**src/design/sg3b_pkg.sv**
```systemverilog
// shared constants, register codes and types of the separable gaussian blur unit
package sg3b_pkg;

  localparam int MAX_WIDTH_DEF    = 4096;
  localparam int SAMPLE_BITS_DEF  = 16;
  localparam int WEIGHT_BITS      = 16;
  localparam int ROW_BITS         = 16;
  localparam int COL_OUT_BITS     = 12;
  localparam int FRAME_WIDTH_BITS = 13;
  localparam int APB_ADDR_BITS    = 4;
  localparam int APB_DATA_BITS    = 32;
  localparam int ROUND_BIAS       = 1 << (WEIGHT_BITS - 1);

  // register values after reset
  localparam logic [FRAME_WIDTH_BITS-1:0] FRAME_WIDTH_RST   = 13'd4096;
  localparam logic [ROW_BITS-1:0]         FRAME_HEIGHT_RST  = 16'd1;
  localparam logic [WEIGHT_BITS-1:0]      EDGE_WEIGHT_RST   = 16'd16384;
  localparam logic [WEIGHT_BITS-1:0]      CENTER_WEIGHT_RST = 16'd32768;

  // register index, taken from the word address
  typedef enum logic [1:0] {
    REG_FRAME_WIDTH,
    REG_FRAME_HEIGHT,
    REG_EDGE_WEIGHT,
    REG_CENTER_WEIGHT
  } reg_idx_e;

  typedef struct packed {
    logic [FRAME_WIDTH_BITS-1:0] frame_width;
    logic [ROW_BITS-1:0]         frame_height;
    logic [WEIGHT_BITS-1:0]      edge_weight;
    logic [WEIGHT_BITS-1:0]      center_weight;
  } cfg_t;

  // control that travels with one horizontal value through the line-store pipeline
  typedef struct packed {
    logic [ROW_BITS-1:0] row;
    logic                last_row;
    logic                last_col;
    logic                final_op;
  } op_flags_t;

endpackage

```
**src/design/sg3b_cfg.sv**
```systemverilog
// apb register block holding frame size and filter weights
module sg3b_cfg (
  input  logic                                 clk_i,
  input  logic                                 rst_ni,
  input  logic                                 psel,
  input  logic                                 penable,
  input  logic                                 pwrite,
  input  logic [sg3b_pkg::APB_ADDR_BITS-1:0]   paddr,
  input  logic [sg3b_pkg::APB_DATA_BITS-1:0]   pwdata,
  output logic [sg3b_pkg::APB_DATA_BITS-1:0]   prdata,
  output logic                                 pready,
  output sg3b_pkg::cfg_t                       cfg_o
);
  import sg3b_pkg::*;

  cfg_t     cfg_q;
  reg_idx_e idx;
  logic     wr_en;

  assign pready = 1'b1;
  assign idx    = reg_idx_e'(paddr[APB_ADDR_BITS-1:2]);
  assign wr_en  = psel && penable && pwrite;
  assign cfg_o  = cfg_q;

  // register writes in the access phase
  always_ff @(posedge clk_i or negedge rst_ni) begin
    if (!rst_ni) begin
      cfg_q.frame_width   <= FRAME_WIDTH_RST;
      cfg_q.frame_height  <= FRAME_HEIGHT_RST;
      cfg_q.edge_weight   <= EDGE_WEIGHT_RST;
      cfg_q.center_weight <= CENTER_WEIGHT_RST;
    end else if (wr_en) begin
      unique case (idx)
        REG_FRAME_WIDTH:   cfg_q.frame_width   <= pwdata[FRAME_WIDTH_BITS-1:0];
        REG_FRAME_HEIGHT:  cfg_q.frame_height  <= pwdata[ROW_BITS-1:0];
        REG_EDGE_WEIGHT:   cfg_q.edge_weight   <= pwdata[WEIGHT_BITS-1:0];
        REG_CENTER_WEIGHT: cfg_q.center_weight <= pwdata[WEIGHT_BITS-1:0];
        default: ;
      endcase
    end
  end

  // read-back mux
  always_comb begin
    prdata = '0;
    unique case (idx)
      REG_FRAME_WIDTH:   prdata = APB_DATA_BITS'(cfg_q.frame_width);
      REG_FRAME_HEIGHT:  prdata = APB_DATA_BITS'(cfg_q.frame_height);
      REG_EDGE_WEIGHT:   prdata = APB_DATA_BITS'(cfg_q.edge_weight);
      REG_CENTER_WEIGHT: prdata = APB_DATA_BITS'(cfg_q.center_weight);
      default:           prdata = '0;
    endcase
  end

endmodule

```
**config.mk**
```make
export PLATFORM = sky130hd
export DESIGN_NAME = sg3b_cfg
export DESIGN_NICKNAME = d
export VERILOG_FILES = /design/src/design/sg3b_pkg.sv /design/src/design/sg3b_cfg.sv
export SDC_FILE = /design/constraint.sdc
export NUM_CORES = 1
export LEC_CHECK = 0
export ABC_AREA = 1
export ABC_CLOCK_PERIOD_IN_PS = 1400
export BUFFER_PORTS_ARGS = -buffer_cell sky130_fd_sc_hd__buf_4
export CAP_MARGIN = 20
export CORE_UTILIZATION = 47
export DETAILED_ROUTE_END_ITERATION = 8
export GPL_ROUTABILITY_DRIVEN = 0
export PLACE_DENSITY = 0.89
export REMOVE_ABC_BUFFERS = 1
export SYNTH_ARGS = -nofsm -noshare
export SYNTH_HDL_FRONTEND = slang
export SYNTH_SLANG_ARGS = --single-unit
```
**constraint.sdc**
```tcl
create_clock -name clk_i -period 1.4 [get_ports clk_i]
set_input_delay 0.35 -clock clk_i [delete_from_list [all_inputs] [get_ports clk_i]]
set_output_delay 0.35 -clock clk_i [all_outputs]
set_load 0.01 [all_outputs]
```
**Word-level counts from Yosys, hierarchy flattened**

Cells that the tools add are included.

- Register bits after elaboration: 61
- Bits in latches: 0
- Bits in writable memories: 0
- Bits in read-only memories: 0
- Bits of input ports: 41
- Output and inout port bits: 94
- Word-level logic and storage cells: 15
- Memories: 0

- $add $sub $neg: 0
- Multiply operators: 0
- Divide/modulo/power cells: 0
- Order comparisons: 0
- Equality and inequality tests: 3
- Shift operators: 0
- Mux-type cells: 1
- Bitwise operators: 0
- Reduce and logical (&&, ||, !) cells: 7

Operators with widths:

| operator | number |
|---|---|
| $pmux 32 s4 | 1 |
| $reduce_and 2->1 | 4 |
| $eq 2x2->1 const B | 2 |
| $eq 2x1->1 const B | 1 |
| $logic_and 1x1->1 | 2 |
| $logic_not 2->1 | 1 |

**Logic depth before layout (Yosys ltp)**

- Depth after elaboration: 3
- Depth in mapped cells: 7
- Gate-level depth less buffers: 6

**Worst setup path after synthesis**

OpenSTA, ideal clock, no wires.

- Kind: input to output
- Start: input port paddr[3] (netlist name)
- End: output port prdata[10] (netlist name)
- Arrival: 962 ps
- Required time: 1050 ps
- Setup slack: 88 ps
- Stages on the path: 5
- Cells stage by stage: buf_6 -> nor2_4 -> buf_2 -> nand2_1 -> nand4_1

- Word-level cells in the longest chain between the ends: 2

Ends and longest elaborated chain:

| what | line | text |
|---|---|---|
| start: declaration | sg3b_cfg.sv:8 | `input logic [sg3b_pkg::APB_ADDR_BITS-1:0] paddr,` |
| $eq 2x2->1, or another cell as far along | sg3b_cfg.sv:46 | `unique case (idx)` |
| $pmux 32 s4 * | sg3b_cfg.sv:46 |  |
| end: declaration | sg3b_cfg.sv:10 | `output logic [sg3b_pkg::APB_DATA_BITS-1:0] prdata,` |

Every way passes the cells marked *; elsewhere a longest branch is shown, timed or not. The select of a mux whose other input is x is not followed.

**Worst setup path after layout**

- Start: register cfg_q, in the netlist cfg_o[38]
- End: output port prdata[6] (netlist name)

- Word-level cells in the longest chain between the ends: 1

Ends and longest elaborated chain:

| what | line | text |
|---|---|---|
| start: declaration | sg3b_cfg.sv:16 | `cfg_t cfg_q;` |
| $pmux 32 s4 | sg3b_cfg.sv:46 |  |

No other way between the ends. The select of a mux whose other input is x is not followed.

==> results.py <==
metrics = {
    "worst_setup_path": {
        "r2r_end": "cfg_o[30]",
        "cp.required_ps": 1050,
        "ff2ff_setup_slack_ps": 500,
        "reg2regPathDepth": 4,
        "path_max_fanout": 2,
        "critPathArrivalTime_ps": 1150,
        "start_kind": "register",
        "timing.rr.start": "cfg_o[30]",
        "end_kind": "primary output",
        "crit_type": "reg -> out",
    },
    "synth": {
        "ys_top_cells_by_count": "207 x nand2_1, 57 x dfrtp_1, 42 x nand3_1",
        "async_flop_share": 1.00,
        "synthCells": 379,
        "synth_ff_type": "dfrtp_1",
        "synth_warnings": 0,
        "synthTopCellsByArea": "dfrtp_1 47%, nand2_1 26%, nand3_1 6.9%",
        "synth_edf_count": 0,
        "yosys.area.top_type": "dfrtp_1",
        "ys_ff_latch": 61,
        "avgSynthCellArea_sq_um": 8.04,
        "netlist_area_sq_mm": 0.00305,
        "synth.most_common_cell": "nand2_1",
        "yosysTopAreaCellShare": 0.468,
        "ys_seq_area_frac": 0.503,
        "yosysUniqueCellTypes": 19,
    },
    "floorplanning": {
        "core.rowCount": 28,
        "dieHeight_um": 82.5,
        "initial_core_util": 0.500,
        "dieArea_sq_mm": 0.00681,
        "io_pins": 135,
        "dieWidth_um": 82.5,
        "coreArea_sq_mm": 0.00610,
    },
    "timing": {
        "min_period_ps": 1500,
        "finalSetupViolations": 16,
        "hold_violations": 0,
        "rsz0062_at_grt": "true",
        "finalCritPeriodShare": 1.07,
        "finalClockSkew_ps": 0,
        "totalNegativeSetupSlack_ps": -681,
        "fmax_mhz": 667,
        "fin_ws_ps": -98.7,
        "slew_violations": 0,
    },
    "drt": {
        "vias_per_cell": 5.35,
        "vias": 3365,
        "routedWlPerCell_um": 16.2,
        "wirelength_um": 10200,
        "post-route-drc-count": 0,
        "first_pass_iters": 4,
        "antenna_left": 0,
        "drt_iter0_markers": 252,
    },
    "clock_network": {
        "clockBufferDepth": 2,
        "insertion_delay_ps": 330,
        "numCtsBuffers": 9,
        "cts_root_buf": "clkbuf_8",
        "cts_tree": "built",
        "cts.sinks": 61,
        "path_clk_slew_ps": 70,
        "h-tree-depth": 3,
    },
    "pwr": {
        "power_leakage_nw": 2.62,
        "peakVddDrop_uv": 825,
        "power_density_mw_per_mm2": 1370,
    },
    "hold_path": {
        "min_from": "pwdata[15]",
        "hp-class": "in -> reg",
        "worstHoldEndpoint": "cfg_o[31]",
        "min_path_cells": 3,
    },
    "global_routing": {
        "overflow": 0,
        "grt_start_max_net_pins": 29,
        "grt_pass1_vias": 3203,
        "grt_first_pass_wirelength_um": 15300,
        "antenna_found_initial": 0,
        "grt_use_total": 0.310,
    },
    "placed_design": {
        "io_buffers": 99,
        "placed_cells": 562,
        "hpwl_um": 6360,
    },
    "finish": {
        "instances_no_fill": 629,
        "nets": 590,
        "largest_register_ffs": 61,
        "area_growth_pct": 52.4,
        "diodes": 0,
        "drive_above_1_share": 0.406,
    },
    "run_status": {
        "status": "complete, but fails checks",
        "violations": "negative setup slack",
    },
    "job": {
        "cap_viol_max_count": 0,
    },
}
what timing repair did:
action	in CTS	in global routing
endpoints found under the hold margin	14	0
setup endpoints to repair	16	21
pin swaps	34	15
resized for setup	11	15
setup buffers	45	5
hold buffers	1	0
metal layers:
| layer | vias to the layer above | track usage | wire (um) |
|---|---|---|---|
| met4 | 0 | 0.178 | 307 |
| met3 | 37 | 0.0670 | 978 |
| met5 | - | 0 | 0 |
| met2 | 216 | 0.538 | 5250 |
| met1 | 1605 | 0.353 | 3670 |
| li1 | 1507 | - | - |
how the worst max path moves through the flow:
stage                     startpoint    endpoint  cells after the start
after floorplan             paddr[2]  prdata[13]                      5
after global placement      paddr[2]   prdata[1]                      6
after detailed placement    paddr[2]  prdata[14]                      7
after CTS                  cfg_o[60]  prdata[12]                      3
after global routing       cfg_o[32]   prdata[0]                      3
final                      cfg_o[38]   prdata[6]                      3
critical path, stage by stage (launching register included):
cell     delay (ps)
dfrtp_1         400
nand3_1          90
nand4_1         140
buf_4           180
power by group:
part | total, W | internal (W) | switching [W]
Combinational | 0.00229 | 0.00123 | 0.00106
Sequential | 0.00241 | 0.00214 | 0.000267
Clock | 0.00167 | 0.000966 | 0.000699
Total | 0.00637 | 0.00434 | 0.00203
area by class of cell:
| cell class | instances | area [sq um] |
|---|---|---|
| inverters | 6 | 30.0 |
| repair buffers | 178 | 1450 |
| well taps | 75 | 93.8 |
| multi-input cells | 293 | 1330 |
| clock buffers | 13 | 169 |
| clock inverters | 3 | 42.5 |
| fillers | 397 | 1450 |
| flip-flops and latches | 61 | 1530 |
cells in the final DEF, fill, tap and decap left out:
| master | count |
|---|---|
| nand3_1 | 35 |
| nand2_2 | 5 |
| nand2_1 | 205 |
| dlygate4sd3_1 | 1 |
| clkbuf_8 | 12 |
| buf_6 | 13 |
| nor2_8 | 1 |
| clkinv_2 | 1 |
| clkinvlp_4 | 1 |
| nor2_2 | 1 |
| nor2_4 | 4 |
| nand3_4 | 1 |
| buf_12 | 5 |
| buf_4 | 159 |
| clkbuf_1 | 1 |
| inv_4 | 3 |
| nand2_4 | 4 |
| dfstp_2 | 4 |
| inv_2 | 3 |
| nand4_1 | 13 |
| conb_1 | 17 |
| bufinv_16 | 1 |
| nand3_2 | 7 |
| dfrtp_1 | 57 |
cells by family (layout without fill, tap and decap cells):
logic type | Yosys count | after routing | synth area share
other | 2 | 17 | 0.00246
buffers and inverters | 40 | 200 | 0.0940
and+or+nand+nor | 276 | 276 | 0.401
DFF | 61 | 61 | 0.503
per-stage QoR:
step	hold WS [ps]	utilization	total power, W	cell area, sq um	worst slack (ps)
floorplan	54.4	-	0.00309	2840	148
global placement	231	0.648	0.00409	3950	-44.3
detailed placement	230	0.648	0.00417	3950	-63.2
CTS	221	0.745	0.00622	4540	-75.5
global route	230	0.761	0.00667	4640	-115
finish	229	0.761	0.00637	4640	-98.7
Note: power is estimated with default switching activity, not from simulation.
