--- src/design/sg3b_pkg.sv ---
// shared constants, register codes and types of the separable gaussian blur unit
package sg3b_pkg;

  localparam int MAX_WIDTH_DEF    = 4096;
  localparam int SAMPLE_BITS_DEF  = 16;
  localparam int WEIGHT_BITS      = 16;
  localparam int ROW_BITS         = 16;
  localparam int COL_OUT_BITS     = 12;
  localparam int FRAME_WIDTH_BITS = 13;
  localparam int APB_ADDR_BITS    = 4;
  localparam int APB_DATA_BITS    = 32;
  localparam int ROUND_BIAS       = 1 << (WEIGHT_BITS - 1);

  // register values after reset
  localparam logic [FRAME_WIDTH_BITS-1:0] FRAME_WIDTH_RST   = 13'd4096;
  localparam logic [ROW_BITS-1:0]         FRAME_HEIGHT_RST  = 16'd1;
  localparam logic [WEIGHT_BITS-1:0]      EDGE_WEIGHT_RST   = 16'd16384;
  localparam logic [WEIGHT_BITS-1:0]      CENTER_WEIGHT_RST = 16'd32768;

  // register index, taken from the word address
  typedef enum logic [1:0] {
    REG_FRAME_WIDTH,
    REG_FRAME_HEIGHT,
    REG_EDGE_WEIGHT,
    REG_CENTER_WEIGHT
  } reg_idx_e;

  typedef struct packed {
    logic [FRAME_WIDTH_BITS-1:0] frame_width;
    logic [ROW_BITS-1:0]         frame_height;
    logic [WEIGHT_BITS-1:0]      edge_weight;
    logic [WEIGHT_BITS-1:0]      center_weight;
  } cfg_t;

  // control that travels with one horizontal value through the line-store pipeline
  typedef struct packed {
    logic [ROW_BITS-1:0] row;
    logic                last_row;
    logic                last_col;
    logic                final_op;
  } op_flags_t;

endpackage

--- src/design/sg3b_stream_if.sv ---
// sample and result stream interfaces with valid/ready handshake
interface sg3b_in_if #(
  parameter int SAMPLE_BITS = sg3b_pkg::SAMPLE_BITS_DEF
) ();
  logic                   valid;
  logic                   ready;
  logic [SAMPLE_BITS-1:0] sample;

  modport source (output valid, output sample, input ready);
  modport sink   (input valid, input sample, output ready);
endinterface


--- src/design/sg3b_front.sv ---
// raster position tracking, horizontal tap window and issue of horizontal operations
module sg3b_front #(
  parameter int MAX_WIDTH   = sg3b_pkg::MAX_WIDTH_DEF,
  parameter int SAMPLE_BITS = sg3b_pkg::SAMPLE_BITS_DEF
) (
  input  logic                          clk_i,
  input  logic                          rst_ni,
  input  sg3b_pkg::cfg_t                cfg_i,
  sg3b_in_if.sink                       in_ch,
  output logic                          op_valid_o,
  input  logic                          op_ready_i,
  output logic [SAMPLE_BITS:0]          op_outer_o,
  output logic [SAMPLE_BITS-1:0]        op_center_o,
  output logic [$clog2(MAX_WIDTH)-1:0]  op_x_o,
  output sg3b_pkg::op_flags_t           op_flags_o
);
  import sg3b_pkg::*;

  localparam int XW = $clog2(MAX_WIDTH);
  localparam int CW = (XW + 1 > FRAME_WIDTH_BITS) ? XW + 1 : FRAME_WIDTH_BITS;

  logic [SAMPLE_BITS-1:0] d1_q, d2_q;
  logic [XW-1:0]          col_q, col_d;
  logic [ROW_BITS-1:0]    row_q, row_d;

  logic                   s0_valid_q, s0_valid_d;
  logic [SAMPLE_BITS:0]   s0_outer_q;
  logic [SAMPLE_BITS-1:0] s0_center_q;
  logic [XW-1:0]          s0_x_q;
  op_flags_t              s0_flags_q;

  logic                   pend_valid_q, pend_valid_d;
  logic [SAMPLE_BITS:0]   pend_outer_q;
  logic [SAMPLE_BITS-1:0] pend_center_q;
  logic [XW-1:0]          pend_x_q;
  op_flags_t              pend_flags_q;

  logic [CW-1:0]          fw, fw_m1;
  logic [XW-1:0]          col_lim;
  logic [ROW_BITS-1:0]    row_lim;
  logic                   last_col, last_row, col_zero, col_one;
  logic                   s0_load_ok, accept, pend_move;

  logic                   gen1, gen2;
  logic [SAMPLE_BITS-1:0] left;
  logic [SAMPLE_BITS:0]   outer1, outer2;
  logic [SAMPLE_BITS-1:0] center1, center2;
  logic [XW-1:0]          x1, x2;
  op_flags_t              flags1, flags2;

  // effective frame limits: zero counts as one, width clamps to the line store
  assign fw    = CW'(cfg_i.frame_width);
  assign fw_m1 = fw - CW'(1);

  always_comb begin
    if (fw == '0) begin
      col_lim = '0;
    end else if (fw > CW'(MAX_WIDTH)) begin
      col_lim = XW'(MAX_WIDTH - 1);
    end else begin
      col_lim = fw_m1[XW-1:0];
    end
  end

  assign row_lim  = (cfg_i.frame_height == '0) ? '0 : cfg_i.frame_height - ROW_BITS'(1);
  assign last_col = col_q >= col_lim;
  assign last_row = row_q >= row_lim;
  assign col_zero = col_q == '0;
  assign col_one  = col_q == XW'(1);

  // handshake: a second operation at row end holds off the next sample
  assign s0_load_ok  = !s0_valid_q || op_ready_i;
  assign in_ch.ready = !pend_valid_q && s0_load_ok;
  assign accept      = in_ch.valid && in_ch.ready;
  assign pend_move   = pend_valid_q && s0_load_ok;

  // horizontal value for the previous column, or the lone column of a one-wide row
  always_comb begin
    left            = col_one ? in_ch.sample : d2_q;
    gen1            = 1'b1;
    x1              = col_q - XW'(1);
    outer1          = {1'b0, left} + {1'b0, in_ch.sample};
    center1         = d1_q;
    flags1.row      = row_q;
    flags1.last_row = last_row;
    flags1.last_col = 1'b0;
    flags1.final_op = !last_col;
    if (col_zero) begin
      gen1            = last_col;
      x1              = '0;
      outer1          = {in_ch.sample, 1'b0};
      center1         = in_ch.sample;
      flags1.last_col = 1'b1;
      flags1.final_op = 1'b1;
    end
  end

  // horizontal value for the current column when it ends the row (reflected right edge)
  always_comb begin
    gen2            = !col_zero && last_col;
    x2              = col_q;
    outer2          = {d1_q, 1'b0};
    center2         = in_ch.sample;
    flags2.row      = row_q;
    flags2.last_row = last_row;
    flags2.last_col = 1'b1;
    flags2.final_op = 1'b1;
  end

  // raster counters
  always_comb begin
    col_d = col_q + XW'(1);
    row_d = row_q;
    if (last_col) begin
      col_d = '0;
      row_d = last_row ? '0 : row_q + ROW_BITS'(1);
    end
  end

  always_comb begin
    if (accept) begin
      s0_valid_d = gen1;
    end else if (pend_move) begin
      s0_valid_d = 1'b1;
    end else if (s0_load_ok) begin
      s0_valid_d = 1'b0;
    end else begin
      s0_valid_d = s0_valid_q;
    end
  end

  always_comb begin
    if (accept) begin
      pend_valid_d = gen2;
    end else if (pend_move) begin
      pend_valid_d = 1'b0;
    end else begin
      pend_valid_d = pend_valid_q;
    end
  end

  // control state
  always_ff @(posedge clk_i or negedge rst_ni) begin
    if (!rst_ni) begin
      d1_q         <= '0;
      d2_q         <= '0;
      col_q        <= '0;
      row_q        <= '0;
      s0_valid_q   <= 1'b0;
      pend_valid_q <= 1'b0;
    end else begin
      s0_valid_q   <= s0_valid_d;
      pend_valid_q <= pend_valid_d;
      if (accept) begin
        d2_q  <= d1_q;
        d1_q  <= in_ch.sample;
        col_q <= col_d;
        row_q <= row_d;
      end
    end
  end

  // operation payload
  always_ff @(posedge clk_i) begin
    if (accept) begin
      s0_outer_q    <= outer1;
      s0_center_q   <= center1;
      s0_x_q        <= x1;
      s0_flags_q    <= flags1;
      pend_outer_q  <= outer2;
      pend_center_q <= center2;
      pend_x_q      <= x2;
      pend_flags_q  <= flags2;
    end else if (pend_move) begin
      s0_outer_q  <= pend_outer_q;
      s0_center_q <= pend_center_q;
      s0_x_q      <= pend_x_q;
      s0_flags_q  <= pend_flags_q;
    end
  end

  assign op_valid_o  = s0_valid_q;
  assign op_outer_o  = s0_outer_q;
  assign op_center_o = s0_center_q;
  assign op_x_o      = s0_x_q;
  assign op_flags_o  = s0_flags_q;

endmodule

--- src/flat_wrapper.sv ---
// flat-port wrapper written by rule: the top's interface ports become plain ports
module sg3b_front_flat import sg3b_pkg::*;
#(
  parameter int MAX_WIDTH   = sg3b_pkg::MAX_WIDTH_DEF,
  parameter int SAMPLE_BITS = sg3b_pkg::SAMPLE_BITS_DEF
)
  (clk_i, rst_ni, cfg_i, op_valid_o, op_ready_i, op_outer_o, op_center_o, op_x_o, op_flags_o, in_ch_valid, in_ch_sample, in_ch_ready);
  sg3b_in_if #(.SAMPLE_BITS(SAMPLE_BITS)) in_ch_i ();
  input  logic clk_i;
  input  logic rst_ni;
  input  sg3b_pkg::cfg_t cfg_i;
  output logic op_valid_o;
  input  logic op_ready_i;
  output logic [SAMPLE_BITS:0] op_outer_o;
  output logic [SAMPLE_BITS-1:0] op_center_o;
  output logic [$clog2(MAX_WIDTH)-1:0] op_x_o;
  output sg3b_pkg::op_flags_t op_flags_o;
  input wire logic [$bits(in_ch_i.valid)-1:0] in_ch_valid;
  input wire logic [$bits(in_ch_i.sample)-1:0] in_ch_sample;
  output wire logic [$bits(in_ch_i.ready)-1:0] in_ch_ready;
  assign in_ch_i.valid = in_ch_valid;
  assign in_ch_i.sample = in_ch_sample;
  assign in_ch_ready = in_ch_i.ready;
  sg3b_front #(.MAX_WIDTH(MAX_WIDTH), .SAMPLE_BITS(SAMPLE_BITS)) u_core (.clk_i(clk_i), .rst_ni(rst_ni), .cfg_i(cfg_i), .in_ch(in_ch_i), .op_valid_o(op_valid_o), .op_ready_i(op_ready_i), .op_outer_o(op_outer_o), .op_center_o(op_center_o), .op_x_o(op_x_o), .op_flags_o(op_flags_o));
endmodule
--- config.mk ---
export PLATFORM = sky130hd
export DESIGN_NAME = sg3b_front_flat
export DESIGN_NICKNAME = d
export VERILOG_FILES = /design/src/design/sg3b_pkg.sv /design/src/design/sg3b_stream_if.sv /design/src/design/sg3b_front.sv /design/src/flat_wrapper.sv
export SDC_FILE = /design/constraint.sdc
export NUM_CORES = 1
export LEC_CHECK = 0
export ABC_AREA = 0
export BUFFER_PORTS_ARGS = -buffer_cell sky130_fd_sc_hd__buf_2
export CORE_MARGIN = 2
export CORE_UTILIZATION = 58
export DETAILED_ROUTE_END_ITERATION = 7
export PLACE_DENSITY = 0.88
export REMOVE_ABC_BUFFERS = 1
export SYNTH_ARGS = -nofsm -noshare
export SYNTH_HDL_FRONTEND = slang
export SYNTH_SLANG_ARGS = --single-unit
--- constraint.sdc ---
create_clock -name clk_i -period 4.4 [get_ports clk_i]
set_input_delay 0.88 -clock clk_i [delete_from_list [all_inputs] [get_ports clk_i]]
set_output_delay 0.88 -clock clk_i [all_outputs]
set_load 0.005 [all_outputs]
==> Word level (Yosys, flattened, before mapping) <==
Index checks and enable logic that the tools add are counted.
{ "classes": {"add_sub_neg": 6, "order_cmp": 3, "n_eq_ne": 1, "muxes": 24, "n_reduce_logical": 15} }
{ "ops": {"columns": ["cell", "count"], "rows": [
  ["$mux W16", 6],
  ["$mux W12", 6],
  ["$mux W17", 3],
  ["$mux W19", 2],
  ["$sub A12 B1 Y12 const B", 2],
  ["$add A16 B16 Y17", 1],
  ["$add A16 B1 Y16 const B", 1],
  ["$ge A16 B16 Y1", 1],
  ["$logic_not A16 Y1", 1],
  ["$sub A16 B1 Y16 const B", 1],
  ["$gt A13 B13 Y1 const B", 1],
  ["$logic_not A13 Y1", 1],
  ["$add A12 B1 Y12 const B", 1],
  ["$eq A12 B1 Y1 const B", 1],
  ["$ge A12 B12 Y1", 1],
  ["$logic_not A12 Y1", 1],
  ["$mux W1", 6],
  ["$logic_and A1 B1 Y1", 4],
  ["$logic_not A1 Y1", 4],
  ["$reduce_bool A3 Y1", 1],
  ["$mux W2", 1],
  ["$reduce_and A2 Y1", 1],
  ["$reduce_bool A2 Y1", 1],
  ["$logic_or A1 B1 Y1", 1]
]} }
{ "totals": {"register_bits": 187, "input_bits": 81, "out_inout_bits": 66} }

==> Longest topological paths before layout <==
Gate-level depths: netlist (run 1).
{ "logic_depth": {"depth_word": 7, "mapped_depth": 18, "depth_no_buf": 15} }

==> Worst setup path after synthesis (run 1) <==
Ideal clock, no wire load.
{ "synth_path": {"path_kind": "in2reg", "startpoint": "input port cfg_i[50] (netlist bit)", "endpoint": "register u_core.col_q[9]", "setup_ns": 0.077, "arrival_time_ns": 4.137, "required_time_ns": 4.323, "path_slack_ns": 0.185, "stages": 16, "path_cell_list": "or4_4 > nor3_4 > nand2_2 > or3_1 > buf_6 > a21oi_1 > a21oi_1 > ha_1 > nand2b_1 > a21o_1 > a211o_1 > a211oi_2 > nor2_1 > buf_2 > buf_2 > a21oi_1"} }
{ "synth_via": {"elab_chain_len": 5} }
{ "synth_rtl": {"columns": ["item", "line", "text"], "rows": [
  ["start, declared", "flat_wrapper.sv:11", "input sg3b_pkg::cfg_t cfg_i;"],
  ["$sub A12 B1 Y12 or $gt A13 B13 Y1 (tied branches)", "sg3b_front.sv:53, sg3b_front.sv:58", null],
  ["$mux W12", "sg3b_front.sv:58", "end else if (fw > CW'(MAX_WIDTH)) begin"],
  ["$mux W12 (*)", "sg3b_front.sv:56", "if (fw == '0) begin"],
  ["$ge A12 B12 Y1 (*)", "sg3b_front.sv:66", "assign last_col = col_q >= col_lim;"],
  ["$mux W12 (*)", "sg3b_front.sv:114", "if (last_col) begin"],
  ["end signal, assigned", "sg3b_front.sv:157", "col_q <= col_d;"],
  ["end, declared", "sg3b_front.sv:23", "logic [XW-1:0] col_q, col_d;"]
]} }
Every way passes the cells marked *; elsewhere a longest branch is shown, timed or not.
A chain may end at the register's enable or synchronous reset.

==> Worst setup path after layout (run 1) <==
{ "layout_path": {"startpoint": "input port cfg_i[35] (netlist bit)", "endpoint": "register u_core.row_q[9]"} }
{ "layout_via": {"elab_chain_len": 4} }
{ "layout_rtl": {"columns": ["item", "line", "text"], "rows": [
  ["$sub A16 B1 Y16 or $logic_not A16 Y1 (tied branches)", "sg3b_front.sv:65", "assign row_lim = (cfg_i.frame_height == '0) ? '0 : cfg_i.frame_height - ROW_BITS'(1);"],
  ["$mux W16 (*)", "sg3b_front.sv:65", null],
  ["$ge A16 B16 Y1 (*)", "sg3b_front.sv:67", "assign last_row = row_q >= row_lim;"],
  ["$mux W16 (*)", "sg3b_front.sv:116", "row_d = last_row ? '0 : row_q + ROW_BITS'(1);"],
  ["end signal, assigned", "sg3b_front.sv:158", "row_q <= row_d;"],
  ["end, declared", "sg3b_front.sv:24", "logic [ROW_BITS-1:0] row_q, row_d;"]
]} }
Marks and branches as above.

==> results of run 1 <==
-- worst max-delay path by stage --
| stage | startpoint | endpoint | slack (ns) | cells past startpoint |
|---|---|---|---|---|
| floorplan | op_ready_i | u_core.row_q[11] | -1.84 | 8 |
| global placement | cfg_i[35] | u_core.row_q[11] | -0.02 | 17 |
| detailed placement | cfg_i[35] | u_core.row_q[11] | -0.17 | 17 |
| CTS | cfg_i[35] | u_core.row_q[11] | 0.30 | 17 |
| global route | cfg_i[35] | u_core.row_q[7] | 0.07 | 17 |
| finish | cfg_i[35] | u_core.row_q[9] | 0.31 | 17 |
-- worst max-delay path: stages --
cell,delay [ns]
buf_2,0.11
or4_4,0.56
nor4_4,0.17
nand2_1,0.12
nor4_2,0.18
and2b_1,0.20
nand3b_2,0.19
and2_1,0.23
ha_1,0.27
nand2b_1,0.09
a21o_1,0.12
a211oi_1,0.07
o31a_1,0.31
o31ai_4,0.33
buf_4,0.22
o21ai_0,0.11
a22o_1,0.25
-- final cells by class --
type	instances	area (um^2)
well taps	220	275
clock inverters	14	121
repair buffers	142	793
inverters	19	73.8
fillers	1230	5320
multi-input cells	712	4320
diodes	1	2.50
flip-flops and latches	187	5310
clock buffers	18	429
-- stage by stage --
stage	hold WS, ns	cells	setup WS (ns)	instance area [um^2]	TNS, ns
6_report	0.465	1313	0.315	11300	0
5_1_grt	0.488	1312	0.0654	11300	0
4_1_cts	0.479	1312	0.305	11300	0
3_5_place_dp	0.463	1280	-0.166	10800	-1.77
3_3_place_gp	0.454	1280	-0.0168	10800	-0.0952
2_1_floorplan	0.442	918	-1.84	9690	-120.09
-- cells in the mapped netlist, types with 18 or more instances --
library cell / number
clkbuf_1: 23
a31oi_1: 18
dfrtp_1: 62
o21ai_0: 35
edfxtp_1: 125
and3_1: 18
a21oi_1: 43
xor2_1: 27
xnor2_1: 19
ha_1: 52
nor2_1: 62
o21ai_1: 24
nand2_1: 240
-- sequential cells by signal, indices dropped and copies added (netlist names) --
signal / count
u_core.col_q: 12
u_core.row_q: 16
u_core.op_x_o: 12
u_core.d2_q: 16
u_core.pend_valid_q: 1
u_core.op_outer_o: 17
u_core.pend_flags_q: 17
u_core.pend_x_q: 12
u_core.op_flags_o: 19
u_core.op_center_o: 16
u_core.d1_q: 16
u_core.pend_outer_q: 16
u_core.op_valid_o: 1
u_core.pend_center_q: 16
-- cell families after synthesis --
kind of cell	count (synthesis)
buf+inv	59
simple gates	411
xor+xnor	46
flops	187
mux	19
compound gates	182
fa+ha+maj	54
-- metal layers --
layer | vias to the layer above | share of wire [%] | track usage (%)
met5 | - | 0 | 0
met4 | 0 | 2.5 | 9.30
met3 | 48 | 5.1 | 4.80
met2 | 216 | 51 | 40.9
met1 | 3541 | 41 | 29.2
li1 | 3649 | - | -
-- where the power goes --
group | leakage, nW | switching [W] | internal (W)
clock network | 0.269 | 0.000662 | 0.000781
logic | 2.78 | 0.000962 | 0.000673
registers | 2.02 | 0.000165 | 0.00224
-- placed cells by master (no fill, tap or decap), types with 8 or more instances in the layout --
master	instances
nor3_1	16
dfrtp_1	62
o21ai_1	24
edfxtp_1	125
clkbuf_16	17
xor2_1	27
o21ai_0	35
inv_1	17
mux2_1	15
a22o_1	14
buf_4	27
and3_1	18
ha_1	52
nor2_1	61
o31ai_1	10
a21oi_1	43
buf_2	114
nand3_1	9
a31oi_1	18
nand2b_1	8
nor2b_1	16
xnor2_1	19
nand2_1	239
==> run summary, run 1 <==
drt first pass iters = 5
initial drt markers = 529
largest net degree at the start of global routing = 66
final worst-path cycle share = 92.8%
Post-Synth Adder-Cell Area = 6.89%
reg2reg start = u_core.col_q[6]
clock sinks = 187
Nets = 1213
status = finished, final reports clean
CTS Root Cell = clkbuf_16
Synth-to-Final Area Change = 14.7%
CTS clk-pin slew, worst paths = 0.07 ns
grt ovf = 0
Startpoint Class = input port
max-cap viol count = 0
Worst Path Max Fanout = 10
Clock Latency Late Sink = 0.44 ns
Synth cell types = 67
Final Setup Violations = 0
RSZ-0062 raised after global routing = no
end-of-flow core utilization = 68.0%
vias = 7454
DP Wirelength = 14.3 mm
largest family of logic cells by synthesized area = simple AND/OR/NAND/NOR gates
antenna violations before repair = 0
clock buffer count from CTS = 17
GR Util All Layers = 23.6%
antenna-violating nets left = 0
vias in the first global route = 7171
WL per Instance = 15.7 um
wirelength, routed = 20.6 mm
max frequency = 245 MHz
DR vias/cell = 5.68
leak pwr = 5.07 nW
flop2flop setup slack = 0.39 ns
Least-Margin Pin Slew = 0.877 ns
Synth Area per Inst = 10.3 um^2
FFs w/ async S/R, synth = 33.2%
Die ar. = 0.0181 mm^2
number of synthesized flops with an enable pin = 125
Reg-to-Reg End = u_core.op_outer_o[15]
simple-gate share of the synthesized area = 19.0%
overall power = 0.00548 W
gpl congestion = 0.842
Chip Height = 134 um
R2R depth = 14
layout cells sized above 1 = 17.6%
cts repair resizes = 0
CTS tree = yes
CP Data Required Time = 4.73 ns
Die Span X = 134 um
I/O pins = 147
number of buffers added for setup after CTS = 0
Final Hold Viols = 0
first-pass GRT wire length = 33.7 mm
mux cell area share after synthesis = 2.13%
compound-gate portion of the synthesized area = 11.6%
Clock Tree Buf Depth = 2
Core Region = 0.0166 mm^2
Starting Density = 59.3%
Max-slew headroom = 41.4%
cells after synthesis = 958
Ys Warns = 0
row count = 47
Final Skew = 0.00827 ns
XOR/XNOR Fraction of Synth Area = 4.08%
Synth area leaders = edfxtp_1, dfrtp_1, nand2_1, ha_1, xor2_1
Final Max Slew Viols = 0
synthesis-stage register bit count = 187
pwr/cell area = 484 mW/mm^2
Tmin final = 4.09 ns
H-Tree Depth = 4
Post-CTS Hold Buffers = 0
WP data arrival = 4.41 ns
post-synth top area share = 38.0%
kind of end point of the critical path = register
top cell type by total area after synthesis = edfxtp_1
worst min path class = in2async
dominant synthesized flop cell = edfxtp_1
worst vdd ir = 373 uV
register area share after synthesis = 53.7%
type of the worst setup path = in2reg
DRC = 0
Synth Cell Area = 0.00988 mm^2
PortBufs = 114
No activity file was read; power rests on OpenSTA's default activity.
==> run 2, diff against run 1 <==
--- a/config.mk
+++ b/config.mk
@@ -7,10 +7,12 @@
 export LEC_CHECK = 0
 export ABC_AREA = 0
 export BUFFER_PORTS_ARGS = -buffer_cell sky130_fd_sc_hd__buf_2
+export CAP_MARGIN = 20
 export CORE_MARGIN = 2
 export CORE_UTILIZATION = 58
 export DETAILED_ROUTE_END_ITERATION = 7
 export PLACE_DENSITY = 0.88
+export RECOVER_POWER = 100
 export REMOVE_ABC_BUFFERS = 1
 export SYNTH_ARGS = -nofsm -noshare
 export SYNTH_HDL_FRONTEND = slang
==> run summary, run 2 (same netlist as run 1, synthesis figures left out) <==
cts repair resizes = 0 (unchanged)
final worst-path cycle share = 93.5% (+0.61 points)
gpl congestion = 0.842 (unchanged)
max-cap viol count = 5 (+5)
CP cell instances = clkbuf_1 > or4_1 > nor3_4 > nand2_1 > or3_1 > a21oi_1 > a21oi_1 > ha_1 > nand2b_1 > a21o_1 > a211o_1 > a211oi_1 > clkbuf_1 > nor3_2 > buf_2 > a22o_1
Filler Cells Inserted = 1280 (+4.1%)
WL per Instance = 15.7 um (+0.26%)
initial drt markers = 564 (+6.6%)
DR vias/cell = 5.71 (+0.60%)
status = finished, violations left
Setup WS post-layout = 0.288 ns (-0.0270 ns)
Final Cell Area = 0.0112 mm^2 (-1.3%)
failing checks = max-capacitance violations, max-slew violations
setup TNS = 0 ns (unchanged)
PortBufs = 114 (unchanged)
CTS tree = yes
flop2flop setup slack = 0.41 ns (+0.02 ns)
hold_ws = 0.482 ns (+0.0176 ns)
vias = 7493 (+0.52%)
kind of end point of the critical path = register
number of diodes = 0 (-1)
antenna-violating nets left = 0 (unchanged)
type of the worst setup path = in2reg
M2 GR Usage = 40.9% (unchanged)
Final Max Slew Viols = 179 (+179)
Tmin final = 4.11 ns (+0.0270 ns)
Max-slew headroom = -59.6% (-100 points)
CP max-delay cell = or4_1
CP Data Required Time = 4.73 ns (about the same)
worst min path class = reg2reg
GR Util All Layers = 23.6% (unchanged)
leak pwr = 4.89 nW (-3.5%)
end-of-flow core utilization = 67.2% (-0.86 points)
max frequency = 243 MHz (-0.66%)
vias in the first global route = 7171 (unchanged)
Chip Height = 134 um (unchanged)
Final Setup Violations = 0 (unchanged)
multi-input logic area = 0.00430 mm^2 (-0.55%)
Nets = 1213 (unchanged)
Storage cell area = 0.00531 mm^2 (unchanged)
Most Crowded Layer GR = met2
Starting Density = 59.3% (unchanged)
commonest non-fill, non-tap cell in the layout = nand2_1
Synth-to-Final Area Change = 13.2%
RSZ-0062 raised after global routing = no
Worst Path Max Fanout = 7 (-3)
H-Tree Depth = 4 (unchanged)
grt ovf = 0 (unchanged)
row count = 47 (unchanged)
CTS Root Cell = clkbuf_16
met3 Track Usage GR = 4.80% (unchanged)
antenna violations before repair = 0 (unchanged)
worst vdd ir = 372 uV (-0.24%)
Die ar. = 0.0181 mm^2 (unchanged)
I/O pins = 147 (unchanged)
largest net degree at the start of global routing = 66 (unchanged)
leading cell types in the layout, fill and taps excluded = nand2_1, edfxtp_1, buf_2
pwr/cell area = 486 mW/mm^2 (+0.44%)
clock sinks = 187 (unchanged)
Final Hold Viols = 0 (unchanged)
DP Wirelength = 14.3 mm (unchanged)
layout cells sized above 1 = 12.0% (-5.6 points)
wirelength, routed = 20.6 mm (+0.18%)
CTS clk-pin slew, worst paths = 0.07 ns (about the same)
drt first pass iters = 5 (unchanged)
Placed Area = 0.0108 mm^2 (unchanged)
GR Util met1 = 29.2% (unchanged)
Buf/Inv on CP = 3 (+1)
slowest stage delay, CP = 0.62 ns (+0.06 ns)
Post-CTS Hold Buffers = 0 (unchanged)
first-pass GRT wire length = 33.7 mm (unchanged)
DRC = 0 (unchanged)
delay-heaviest family, CP = simple AND/OR/NAND/NOR gates
Core Region = 0.0166 mm^2 (unchanged)
clock buffer count from CTS = 17 (unchanged)
number of buffers added for setup after CTS = 0 (unchanged)
Clock Latency Late Sink = 0.44 ns (about the same)
Setup Slack @ Placement = -0.166 ns (unchanged)
max FFs per register = 19 (unchanged)
WP data arrival = 4.44 ns (+0.03 ns)
Clock Tree Buf Depth = 2 (unchanged)
Die Span X = 134 um (unchanged)
Final Skew = 0.0111 ns (+0.00286 ns)
Startpoint Class = input port
Least-Margin Pin Slew = 2.39 ns (+1.51 ns)
==> run 2: metrics by stage <==
step / total power, W / std cells
4_1_cts: 0.00549 / 1312
3_5_place_dp: 0.00404 / 1280
6_report: 0.00543 / 1312
2_1_floorplan: 0.00351 / 918
5_1_grt: 0.00575 / 1312
3_3_place_gp: 0.00395 / 1280
==> run 2: worst paths after layout <==
kind | start | cells after the start | end
min in group asynchronous | rst_ni | 1 | u_core.col_q[8]
max in group asynchronous | rst_ni | 2 | u_core.d2_q[1]
setup / recovery | cfg_i[50] | 16 | u_core.row_q[12]
hold reg to reg | u_core.d2_q[10] | 2 | u_core.d2_q[10]
hold / removal | u_core.d2_q[10] | 2 | u_core.d2_q[10]
setup reg to reg | u_core.col_q[6] | 14 | u_core.op_outer_o[15]
==> run 2: area by class of cell <==
type	instances	area share, %
sequential	187	47.4
multi-input combinational	712	38.5
timing repair buffer	142	6.04
clock buffer	18	3.84
tap	220	2.46
clock inverter	14	1.09
inverter	19	0.660
==> run 2: worst register-to-register path: stages (launching register included) <==
cell	delay, ns
dfrtp_1	0.38
or3_1	0.43
nor4_4	0.19
and3b_1	0.26
nand2_2	0.17
buf_4	0.24
mux2_1	0.32
ha_1	0.36
o211ai_1	0.10
nand2_1	0.08
o2111ai_1	0.17
a311oi_1	0.47
nand3_1	0.16
mux2_2	0.29
o221ai_1	0.18
==> run 2: metal layers <==
| layer | part of all wire (%) | vias up |
|---|---|---|
| li1 | - | 3644 |
| met1 | 41 | 3576 |
| met2 | 52 | 233 |
| met3 | 4.8 | 40 |
| met4 | 2.2 | 0 |
| met5 | 0 | - |
==> run 2: power breakdown <==
part | internal, W | switching, W | leakage (nW)
sequential | 0.00224 | 0.000166 | 2.02
combinational | 0.000632 | 0.000955 | 2.60
clock | 0.000781 | 0.000661 | 0.269
==> run 3, diff against run 2 <==
--- a/config.mk
+++ b/config.mk
@@ -9,9 +9,10 @@
 export BUFFER_PORTS_ARGS = -buffer_cell sky130_fd_sc_hd__buf_2
 export CAP_MARGIN = 20
 export CORE_MARGIN = 2
-export CORE_UTILIZATION = 58
+export CORE_UTILIZATION = 60
+export CTS_CLUSTER_SIZE = 20
 export DETAILED_ROUTE_END_ITERATION = 7
-export PLACE_DENSITY = 0.88
+export PLACE_DENSITY = 0.9
 export RECOVER_POWER = 100
 export REMOVE_ABC_BUFFERS = 1
 export SYNTH_ARGS = -nofsm -noshare
==> constraint.sdc (replaced) <==
create_clock -name clk_i -period 5.3 [get_ports clk_i]
set_input_delay 1.06 -clock clk_i [delete_from_list [all_inputs] [get_ports clk_i]]
set_output_delay 1.06 -clock clk_i [all_outputs]
set_load 0.005 [all_outputs]
==> run summary, run 3 (same netlist as run 1, synthesis figures left out) <==
status = finished, violations left
failing checks = max-capacitance violations, max-slew violations
M2 GR Usage = 40.3% (-0.59 points)
type of the worst setup path = in2reg
Filler Cells Inserted = 1208 (-5.6%)
DRC = 0 (unchanged)
Die Span X = 132 um (-1.6%)
commonest non-fill, non-tap cell in the layout = nand2_1
switch share = 31.8% (-1.0 points)
cell-internal power = 0.00313 W (-14%)
worst min path class = reg2reg
number of diodes = 0 (unchanged)
sw power = 0.00146 W (-18%)
Clock Latency Late Sink = 0.44 ns (about the same)
row count = 46 (-2.1%)
Chip Height = 132 um (-1.6%)
worst vdd ir = 272 uV (-27%)
flop2flop setup slack = 0.48 ns (+0.07 ns)
WL per Instance = 15.6 um (-0.55%)
Hold Crit Depth = 2 (unchanged)
Final Setup Violations = 0 (unchanged)
fin cells = 1291 (-1.6%)
CTS Root Cell = clkbuf_16
leading cell types in the layout, fill and taps excluded = nand2_1, edfxtp_1, buf_2
kind of end point of the critical path = register
Final Hold Viols = 0 (unchanged)
PortBufs = 114 (unchanged)
antenna-violating nets left = 0 (unchanged)
max frequency = 203 MHz
Starting Density = 61.7% (+2.4 points)
min-delay src = u_core.d2_q[10]
delay-heaviest family, CP = simple AND/OR/NAND/NOR gates
final worst-path cycle share = 92.9%
clock sinks = 187 (unchanged)
Buf/Inv on CP = 2 (-1)
leak pwr = 4.87 nW (-0.43%)
CP most frequent cell = a21oi_1
Tmin final = 4.92 ns
first-pass GRT wire length = 33.5 mm (-0.80%)
drt first pass iters = 6 (+1)
I/O pins = 147 (unchanged)
Startpoint Class = input port
Post-CTS Hold Buffers = 0 (unchanged)
Worst Path Max Fanout = 17 (+10)
clock buffer count from CTS = 17 (unchanged)
layout cells sized above 1 = 11.9% (-0.089 points)
Clock Tree Buf Depth = 2 (unchanged)
GR Util met1 = 31.0% (+1.7 points)
max-cap viol count = 4 (-1)
R2R depth = 16 (+2)
hold_ws = 0.476 ns (-0.00654 ns)
DR vias/cell = 5.74 (+0.53%)
largest net degree at the start of global routing = 107 (+62%)
clock share of power = 28.2% (+1.7 points)
antenna violations before repair = 0 (unchanged)
cts repair resizes = 0 (unchanged)
grt ovf = 0 (unchanged)
Nets = 1196 (-1.4%)
CP max-delay cell = or4_1
vias = 7412 (-1.1%)
GR Util All Layers = 23.6% (about the same)
CP cell instances = clkbuf_1 > or4_1 > nor3_1 > nand2_2 > or3_1 > a21oi_1 > a21oi_1 > ha_1 > nand2b_1 > a21o_1 > a211o_1 > a211oi_1 > nor2_1 > clkbuf_2 > o21ai_0 > a22o_1
max FFs per register = 19 (unchanged)
Reg-to-Reg End = u_core.op_outer_o[12]
reg2reg start = u_core.col_q[4]
Die ar. = 0.0175 mm^2 (-3.2%)
pwr/cell area = 412 mW/mm^2 (-15%)
overall power = 0.00458 W (-16%)
wirelength, routed = 20.2 mm (-2.1%)
part of the power in registers = 43.8% (-0.5 points)
number of buffers added for setup after CTS = 0 (unchanged)
WP data arrival = 5.29 ns (+0.85 ns)
CTS tree = yes
gpl congestion = 0.852 (+1.2%)
hold path endpoint = u_core.d2_q[10]
met3 Track Usage GR = 3.50% (-1.3 points)
initial drt markers = 696 (+23%)
Most Crowded Layer GR = met2
RSZ-0062 raised after global routing = no
DP Wirelength = 13.3 mm (-6.6%)
Least-Margin Pin Slew = 3.60 ns (+1.22 ns)
Final Max Slew Viols = 251 (+40%)
CTS clk-pin slew, worst paths = 0.06 ns (about the same)
Final Skew = 0.0138 ns (+0.00265 ns)
slowest stage delay, CP = 0.60 ns (-0.02 ns)
Max-slew headroom = -140% (-81 points)
combinational power share = 28.1% (-1.1 points)
vias in the first global route = 6921 (-3.5%)
Synth-to-Final Area Change = 12.6%
placed cell count = 1259 (-1.6%)
Core Region = 0.0160 mm^2 (-3.9%)
CP Data Required Time = 5.67 ns (+0.94 ns)
H-Tree Depth = 4 (unchanged)
-- run 3: per-stage QoR --
step	worst slack, ns	setup TNS [ns]	util [%]	instance area [um^2]
after floorplan	-1.12	-29.30	-	9690
after global placement	0.161	0	66.4	10600
after detailed placement	-0.0163	-0.0231	66.4	10600
after CTS	0.431	0	70.2	11200
after global routing	0.0173	0	69.5	11100
final	0.378	0	69.5	11100
-- run 3: worst max path at each step --
| stage | from | endpoint | slack, ns | depth (start not counted) |
|---|---|---|---|---|
| after global placement | cfg_i[35] | u_core.row_q[15] | 0.16 | 16 |
| after global routing | cfg_i[35] | u_core.row_q[9] | 0.02 | 16 |
| after CTS | cfg_i[35] | u_core.row_q[5] | 0.43 | 16 |
| final | cfg_i[50] | u_core.row_q[9] | 0.38 | 16 |
| after detailed placement | cfg_i[35] | u_core.row_q[5] | -0.02 | 16 |
| after floorplan | op_ready_i | u_core.row_q[11] | -1.12 | 8 |
-- run 3: layout make-up --
class	instances	area, um^2	area share, %
Sequential cell	187	5310	47.7
Multi-Input combinational cell	712	4290	38.6
Timing Repair Buffer	125	582	5.23
Clock buffer	18	429	3.86
Tap cell	216	270	2.43
Clock inverter	14	173	1.55
Inverter	19	72.6	0.653
-- run 3: power groups by stage --
stage          clock [W]  sequential [W]  combinational, W
2_1_floorplan          0         0.00201          0.000908
3_3_place_gp           0         0.00201           0.00124
3_5_place_dp           0         0.00203           0.00129
4_1_cts          0.00130         0.00200           0.00131
5_1_grt          0.00136         0.00203           0.00145
6_report         0.00129         0.00201           0.00129
-- run 3: worst reg2reg max path, delay by kind of cell (launching register included) --
kind            cells  cell delay [ns]
fa+ha+maj           2             0.40
simple gates        6             1.67
mux                 2             0.81
flops               1             0.50
compound gates      4             0.94
buf+inv             2             0.22
-- run 3: metal layers --
| metal | up-vias | part of all wire, % |
|---|---|---|
| met5 | - | 0 |
| met4 | 0 | 2.1 |
| met3 | 34 | 5.4 |
| met2 | 257 | 50 |
| met1 | 3495 | 43 |
| li1 | 3626 | - |
